$ cat src/rtl/position_velocity_bias_kalman_top_defines.svh
// Assertion helpers for the Kalman filter block.
`ifndef POSITION_VELOCITY_BIAS_KALMAN_TOP_DEFINES_SVH
`define POSITION_VELOCITY_BIAS_KALMAN_TOP_DEFINES_SVH

`ifndef SYNTH
// same-cycle implication
`define PVBK_ASSERT_NOW(label, clk, rst, ante, cons) \
   label: assert property (@(posedge clk) disable iff (rst) (ante) |-> (cons)) \
      else $error("assertion failed");
// next-cycle implication
`define PVBK_ASSERT_NEXT(label, clk, rst, ante, cons) \
   label: assert property (@(posedge clk) disable iff (rst) (ante) |=> (cons)) \
      else $error("assertion failed");
`else
`define PVBK_ASSERT_NOW(label, clk, rst, ante, cons)
`define PVBK_ASSERT_NEXT(label, clk, rst, ante, cons)
`endif

`endif

$ cat src/rtl/pvbk_ram.sv
module pvbk_ram #(
   parameter int WIDTH = 48,
   parameter int DEPTH = 32
) (
   input  logic                     clock,
   input  logic                     wr_en,
   input  logic [$clog2(DEPTH)-1:0] wr_addr,
   input  logic [WIDTH-1:0]         wr_data,
   input  logic [$clog2(DEPTH)-1:0] rd_addr,
   output logic [WIDTH-1:0]         rd_data
);

   logic [WIDTH-1:0] mem [DEPTH];
   logic [WIDTH-1:0] rd_data_ff;

   always_ff @(posedge clock) begin
      if (wr_en) begin
         mem[wr_addr] <= wr_data;
      end
      rd_data_ff <= mem[rd_addr];
   end

   assign rd_data = rd_data_ff;

endmodule

$ cat config.mk
export PLATFORM = sky130hd
export DESIGN_NAME = pvbk_ram
export DESIGN_NICKNAME = d
export VERILOG_FILES = /design/src/rtl/position_velocity_bias_kalman_top_defines.svh /design/src/rtl/pvbk_ram.sv
export SDC_FILE = /design/constraint.sdc
export NUM_CORES = 1
export LEC_CHECK = 0
export BUFFER_PORTS_ARGS = -buffer_cell sky130_fd_sc_hd__buf_2
export CAP_MARGIN = 20
export CORE_UTILIZATION = 51
export DETAILED_ROUTE_END_ITERATION = 7
export PLACE_DENSITY = 0.76
export SYNTH_ARGS = -nofsm -noshare
export SYNTH_HDL_FRONTEND = slang
export SYNTH_SLANG_ARGS = --single-unit
export TNS_END_PERCENT = 100
$ cat constraint.sdc
create_clock -name clock -period 8.7 [get_ports clock]
set_clock_uncertainty 0.1 [all_clocks]
set_input_delay 0.87 -clock clock [delete_from_list [all_inputs] [get_ports clock]]
set_output_delay 0.87 -clock clock [all_outputs]
set_load 0.03 [all_outputs]
==> impl_metrics.yaml, run 1 <==
power:
  ir_worst_vdd_mv: 0.187
  power-per-cell-area_mw_per_mm2: 233
  leakagePower_nw: 23.5
yosys:
  ys_warn_count: 0
  post_synthesis_async_set_or_reset_flop_share_pct: 0
  unique_masters_post_synth: 26
  synthesis.area_per_instance_um2: 18.1
  syn_nets: 3424
  ys_flop_type: "edfxtp_1"
  ys_ff_latch: 1584
  syn-instance-count: 3364
  synth.cell_area_mm2: 0.0607
  synth_seq_area_share_pct: 77.5
  cell_type_with_the_largest_total_area_after_synthesis: "edfxtp_1"
  number_of_synthesized_flops_with_an_enable_pin: 1536
  post-synth-top-count-cell: "edfxtp_1"
  cell_types_occupying_the_most_area_after_synthesis: "edfxtp_1, mux2i_1, a22oi_1"
  synthDominantCellAreaShare_pct: 76.0
  netlist_top_cells_count: "edfxtp_1, mux2i_1, nand2_1, nand3_1"
critical_path:
  crit_type: "in2reg"
  cp_cell_sequence: "buf_2 -> nand3b_1 -> nor2_4 -> buf_4"
  logic_depth_of_the_worst_path_buffers_included: 4
  rr_endpoint: "rd_data[0]"
  critical_path.startpoint_type: "input pin"
  r2r_setup_slack_ns: 6.85
  timing.critical_path.slowest_stage_cell: "nor2_4"
  required_ns: 8.98
  timing.critical_path.buf_inv: 2
  critPathCaptureType: "flop"
  timing.critical_path.slowest_cell_delay_ns: 1.26
  reg2reg_depth: 5
  crit_arrival_ns: 3.82
  crit_path_max_delay_family: "simple AND/OR/NAND/NOR gates"
  regToRegStartpoint: "mem[5][0]"
  setup.worst_path.start: "wr_addr[0]"
  worst_setup_path_endpoint: "mem[18][15]"
  crit_path_max_fanout: 28
flow_run:
  drv.max_cap_violation_count: 0
min_path:
  holdCritPathClass: "reg2reg"
sta:
  holdWs_ns: 0.495
  fin_tns_setup_ns: 0
  finalSetupViolations: 0
  final_max_slew_viol_count: 0
  measured_slew_at_the_worst_slew_check_pin_ns: 1.19
  relSlewSlack_pct: 20.6
  finalCriticalPeriod_ns: 3.54
  grt_setup_unrepaired: "false"
  final.period_utilization_pct: 40.7
  fmax_mhz: 282
  timing.final.hold_violations: 0
status:
  result_of_the_run: "completed"
global_routing:
  grt_antenna_before_repair: 9
  grtUsageTotal_pct: 23.7
  grt_first_pass_wirelength_mm: 208
  vias_in_the_first_global_route: 31700
  grt_max_degree: 128
  grt_remaining_overflow: 0
detailed_routing:
  met3_wirelength_mm: 15.2
  detailed_route_wirelength_on_metal2_mm: 68.8
  drt_wl_total_mm: 145
  route.antenna.remaining_nets: 0
  drt-initial-drc-count: 4114
  route.top_layer_used: "met5"
  detail_route.vias_per_cell: 6.16
  detailroute.via_count: 31800
  total_routed_wire_length_on_the_met1_layer_mm: 56.2
  routedWlPerCell_um: 28.1
  drc: 0
  dr.pass1.iters: 6
placement:
  dp_hpwl_mm: 75.0
  placement.io_buffers: 107
  placed_instance_area_mm2: 0.0628
  place.gp.congestion: 0.792
final_layout:
  final_layout_size_suffix_gt1_share_pct: 12.0
  final_nets: 3554
  fillCellCount: 8398
  syn2layout_area_growth_pct: 11.6
  fin_util_pct: 57.4
  final_design_instance_area_without_fill_mm2: 0.0677
clocking:
  cts_hold_buf: 0
  insertion_delay_ns: 0.76
  ctsResizeCount: 0
  htree_num_levels: 4
  clk_transition_reported_paths_ns: 0.06
  post-cts-setup-buffers: 0
  clock-sinks: 1584
  tritoncts_clock_tree: "done"
  cts_inserted_buffers: 152
  cts-root-buf: "clkbuf_16"
  cts.path.max_buffers: 3
floorplanning:
  ioPinCount: 108
  die_area_mm2: 0.120
  dieHeight_um: 347
  core_region_area_mm2: 0.118
  effective_utilization_at_floorplan_pct: 51.4
  floorplan.rows: 126
  die_width_um: 347
==> stage by stage <==
stage	total power [W]	setup WS (ns)	cells
floorplan	0.00918	4.60	3364
global placement	0.00949	4.67	4871
detailed placement	0.00951	4.55	4873
CTS	0.0159	5.34	5155
global route	0.0162	5.20	5159
finish	0.0158	5.16	5161
==> worst register-to-register path, stage by stage, from the launching register on <==
cell and delay, ns:
edfxtp_1 0.37, mux2i_1 0.16, a22o_1 0.23, nor3_1 0.07, a31oi_1 0.59, nand3_1 0.16
==> cells in the final DEF, fill, tap and decap left out, types with 5 or more instances in the layout <==
master        n
clkbuf_8     23
nor2_4       33
edfxtp_1   1536
clkbuf_1     48
nand3b_1      5
a22oi_1     144
buf_12        7
buf_4        50
dfxtp_1      48
inv_6         7
bufinv_16     8
nor3_1       48
buf_2       106
a21oi_1     144
a22o_1       96
clkinv_2     26
clkinv_1     10
clkbuf_16   155
mux2i_1     768
nand3_1     146
a31oi_1      48
nand2_1     145
==> cell type report <==
| class | count | area, um^2 | area share [%] |
|---|---|---|---|
| Timing Repair Buffer | 167 | 1140 | 1.69 |
| Sequential cell | 1584 | 47100 | 69.5 |
| Clock inverter | 56 | 539 | 0.796 |
| Clock buffer | 226 | 4380 | 6.46 |
| Antenna cell | 3 | 7.51 | 0.0111 |
| Multi-Input combinational cell | 1589 | 12700 | 18.7 |
| Tap cell | 1536 | 1920 | 2.84 |
==> flip-flops by register name, indices dropped and copies added, names as in the netlist <==
name     cells
rd_data     48
mem       1536
==> logic make-up after synthesis <==
kind of cell,share of synthesized area (%)
flops,77.5
mux,12.7
compound gates,4.85
simple gates,2.89
buf+inv,2.06
==> worst min-delay path by stage <==
stage          cells past startpoint         from  slack (ns)          end
2_1_floorplan                      4   mem[16][0]        0.45   rd_data[0]
3_3_place_gp                       4  mem[26][33]        0.48  rd_data[33]
3_5_place_dp                       4  mem[26][43]        0.49  rd_data[43]
4_1_cts                            1  wr_data[31]        0.47  mem[10][31]
5_1_grt                            1   wr_data[8]        0.51   mem[19][8]
6_report                           4  mem[27][31]        0.50  rd_data[31]
==> metal layers <==
metal	global-route usage (%)	vias up
met5	0	-
met4	8.68	14
met3	6.73	293
met2	37.8	1675
met1	31.2	16200
li1	-	13600
==> power by group <==
group	switching, W	total [W]	leakage [nW]	internal [W]
logic	0.000573	0.000818	6.89	0.000245
registers	0.0000554	0.00854	14.2	0.00848
clock network	0.00273	0.00646	2.42	0.00373
total	0.00336	0.0158	23.5	0.0125
Note: power is estimated with default switching activity, not from simulation.
==> run 2, diff against run 1 <==
--- a/config.mk
+++ b/config.mk
@@ -9,7 +9,7 @@
 export CAP_MARGIN = 20
 export CORE_UTILIZATION = 51
 export DETAILED_ROUTE_END_ITERATION = 7
-export PLACE_DENSITY = 0.76
+export PLACE_DENSITY = 0.78
 export SYNTH_ARGS = -nofsm -noshare
 export SYNTH_HDL_FRONTEND = slang
 export SYNTH_SLANG_ARGS = --single-unit
==> constraint.sdc (replaced) <==
create_clock -name clock -period 3.2 [get_ports clock]
set_clock_uncertainty 0.1 [all_clocks]
set_input_delay 0.32 -clock clock [delete_from_list [all_inputs] [get_ports clock]]
set_output_delay 0.32 -clock clock [all_outputs]
set_load 0.03 [all_outputs]
==> impl_metrics.yaml, run 2 (synthesized netlist as in run 1, its figures left out) <==
status:
  result_of_the_run: "completed"
power:
  pwr-share-clk_pct: 40.1
  power_switching_share_pct: 21.1
  p_sw_w: 0.00898
  comb_power_share_pct: 5.5
  ir_worst_vdd_mv: 0.442
  power-per-cell-area_mw_per_mm2: 615
  internal-power_w: 0.0336
  seq_power_share_pct: 54.4
  leakagePower_nw: 24.2
detailed_routing:
  dr.pass1.iters: 5
  routedWlPerCell_um: 27.4
  detailroute.via_count: 32500
  drc: 0
  drt_wl_total_mm: 144
  route.antenna.remaining_nets: 0
  detail_route.vias_per_cell: 6.18
  drt-initial-drc-count: 4084
clocking:
  ctsResizeCount: 0
  htree_num_levels: 4
  tritoncts_clock_tree: "done"
  cts.path.max_buffers: 3
  insertion_delay_ns: 0.75
  clk_transition_reported_paths_ns: 0.06
  post-cts-setup-buffers: 0
  cts-root-buf: "clkbuf_16"
  cts_hold_buf: 48
  cts_inserted_buffers: 146
  clock-sinks: 1584
critical_path:
  reg2reg_depth: 5
  crit_arrival_ns: 1.49
  required_ns: 2.78
  critPathCaptureType: "output pin"
  cp_cell_sequence: "buf_2"
  timing.critical_path.slowest_stage_cell: "dfxtp_1"
  timing.critical_path.buf_inv: 1
  r2r_setup_slack_ns: 1.73
  logic_depth_of_the_worst_path_buffers_included: 1
  crit_path_max_delay_family: "flip-flops"
  crit_path_max_fanout: 1
  crit_type: "reg2out"
  timing.critical_path.slowest_cell_delay_ns: 0.48
  critical_path.startpoint_type: "flop"
global_routing:
  grt_antenna_before_repair: 7
  vias_in_the_first_global_route: 32200
  grt_max_degree: 78
  grt_first_pass_wirelength_mm: 209
  grt_remaining_overflow: 0
  grtUsageTotal_pct: 23.6
sta:
  fmax_mhz: 524
  fin_tns_setup_ns: 0
  relSlewSlack_pct: 43.2
  final_max_slew_viol_count: 0
  grt_setup_unrepaired: "false"
  finalCriticalPeriod_ns: 1.91
  measured_slew_at_the_worst_slew_check_pin_ns: 0.850
  final.period_utilization_pct: 59.6
  timing.final.hold_violations: 0
  finalSetupViolations: 0
floorplanning:
  die_area_mm2: 0.120
  dieHeight_um: 347
  floorplan.rows: 126
  ioPinCount: 108
  core_region_area_mm2: 0.118
  effective_utilization_at_floorplan_pct: 51.4
  die_width_um: 347
placement:
  place.gp.congestion: 0.751
  dp_hpwl_mm: 69.3
  placement.io_buffers: 107
final_layout:
  multi_input_area_mm2: 0.0127
  layout.area.seq_mm2: 0.0471
  final_nets: 3665
  final_layout_size_suffix_gt1_share_pct: 13.0
  fillCellCount: 8151
  mostFrequentLayoutCell: "edfxtp_1"
  syn2layout_area_growth_pct: 14.0
  largest_register: "mem"
  fin_util_pct: 58.6
  largest_register_ff_count: 1536
  most_frequent_cells_in_the_layout: "edfxtp_1, mux2i_1, clkbuf_16"
min_path:
  holdCritPathClass: "in2reg"
  holdPathStages: 5
flow_run:
  drv.max_cap_violation_count: 0
==> run 2: area by class of cell <==
type / count / area share, %
multi-input cells: 1589 / 18.3
clock buffers: 211 / 5.96
repair buffers: 284 / 4.07
clock inverters: 57 / 0.846
flip-flops and latches: 1584 / 68.0
well taps: 1536 / 2.78
diodes: 1 / 0.00362
==> run 2: per-stage QoR <==
step,total power (W),worst slack [ns],area (um^2),hold WS (ns),std cells
global placement,0.0258,0.826,64000,0.469,4945
finish,0.0426,1.29,69200,0.123,5262
CTS,0.0427,1.26,69200,0.104,5261
floorplan,0.0249,-0.348,60700,0.319,3364
global route,0.0436,1.28,69200,0.177,5262
detailed placement,0.0259,0.731,64000,0.479,4945
==> run 2: per-layer routing <==
| metal | track usage [%] | share of wire [%] |
|---|---|---|
| met5 | 0 | 0.045 |
| met4 | 6.84 | 2.4 |
| met3 | 4.40 | 10 |
| met2 | 37.9 | 48 |
| met1 | 33.0 | 39 |
==> run 2: path summary, 6_finish.rpt <==
path | startpoint | endpoint
worst max-delay path | rd_data[15] | rd_data[15]
worst min-delay path | rd_addr[2] | rd_data[7]
worst max register to register | mem[1][11] | rd_data[11]
worst min register to register | mem[16][46] | rd_data[46]
==> run 2: power groups by stage <==
stage | registers (W) | logic (W) | clock network [W]
2_1_floorplan | 0.0237 | 0.00120 | 0
3_3_place_gp | 0.0236 | 0.00221 | 0
3_5_place_dp | 0.0236 | 0.00226 | 0
4_1_cts | 0.0232 | 0.00233 | 0.0172
5_1_grt | 0.0232 | 0.00248 | 0.0180
6_report | 0.0232 | 0.00234 | 0.0171
==> run 2: worst register-to-register path: cells and delay by family, from the launching register on <==
family,cells,cell delay (ns)
compound gates,2,0.48
mux,1,0.19
flops,1,0.37
simple gates,2,0.19
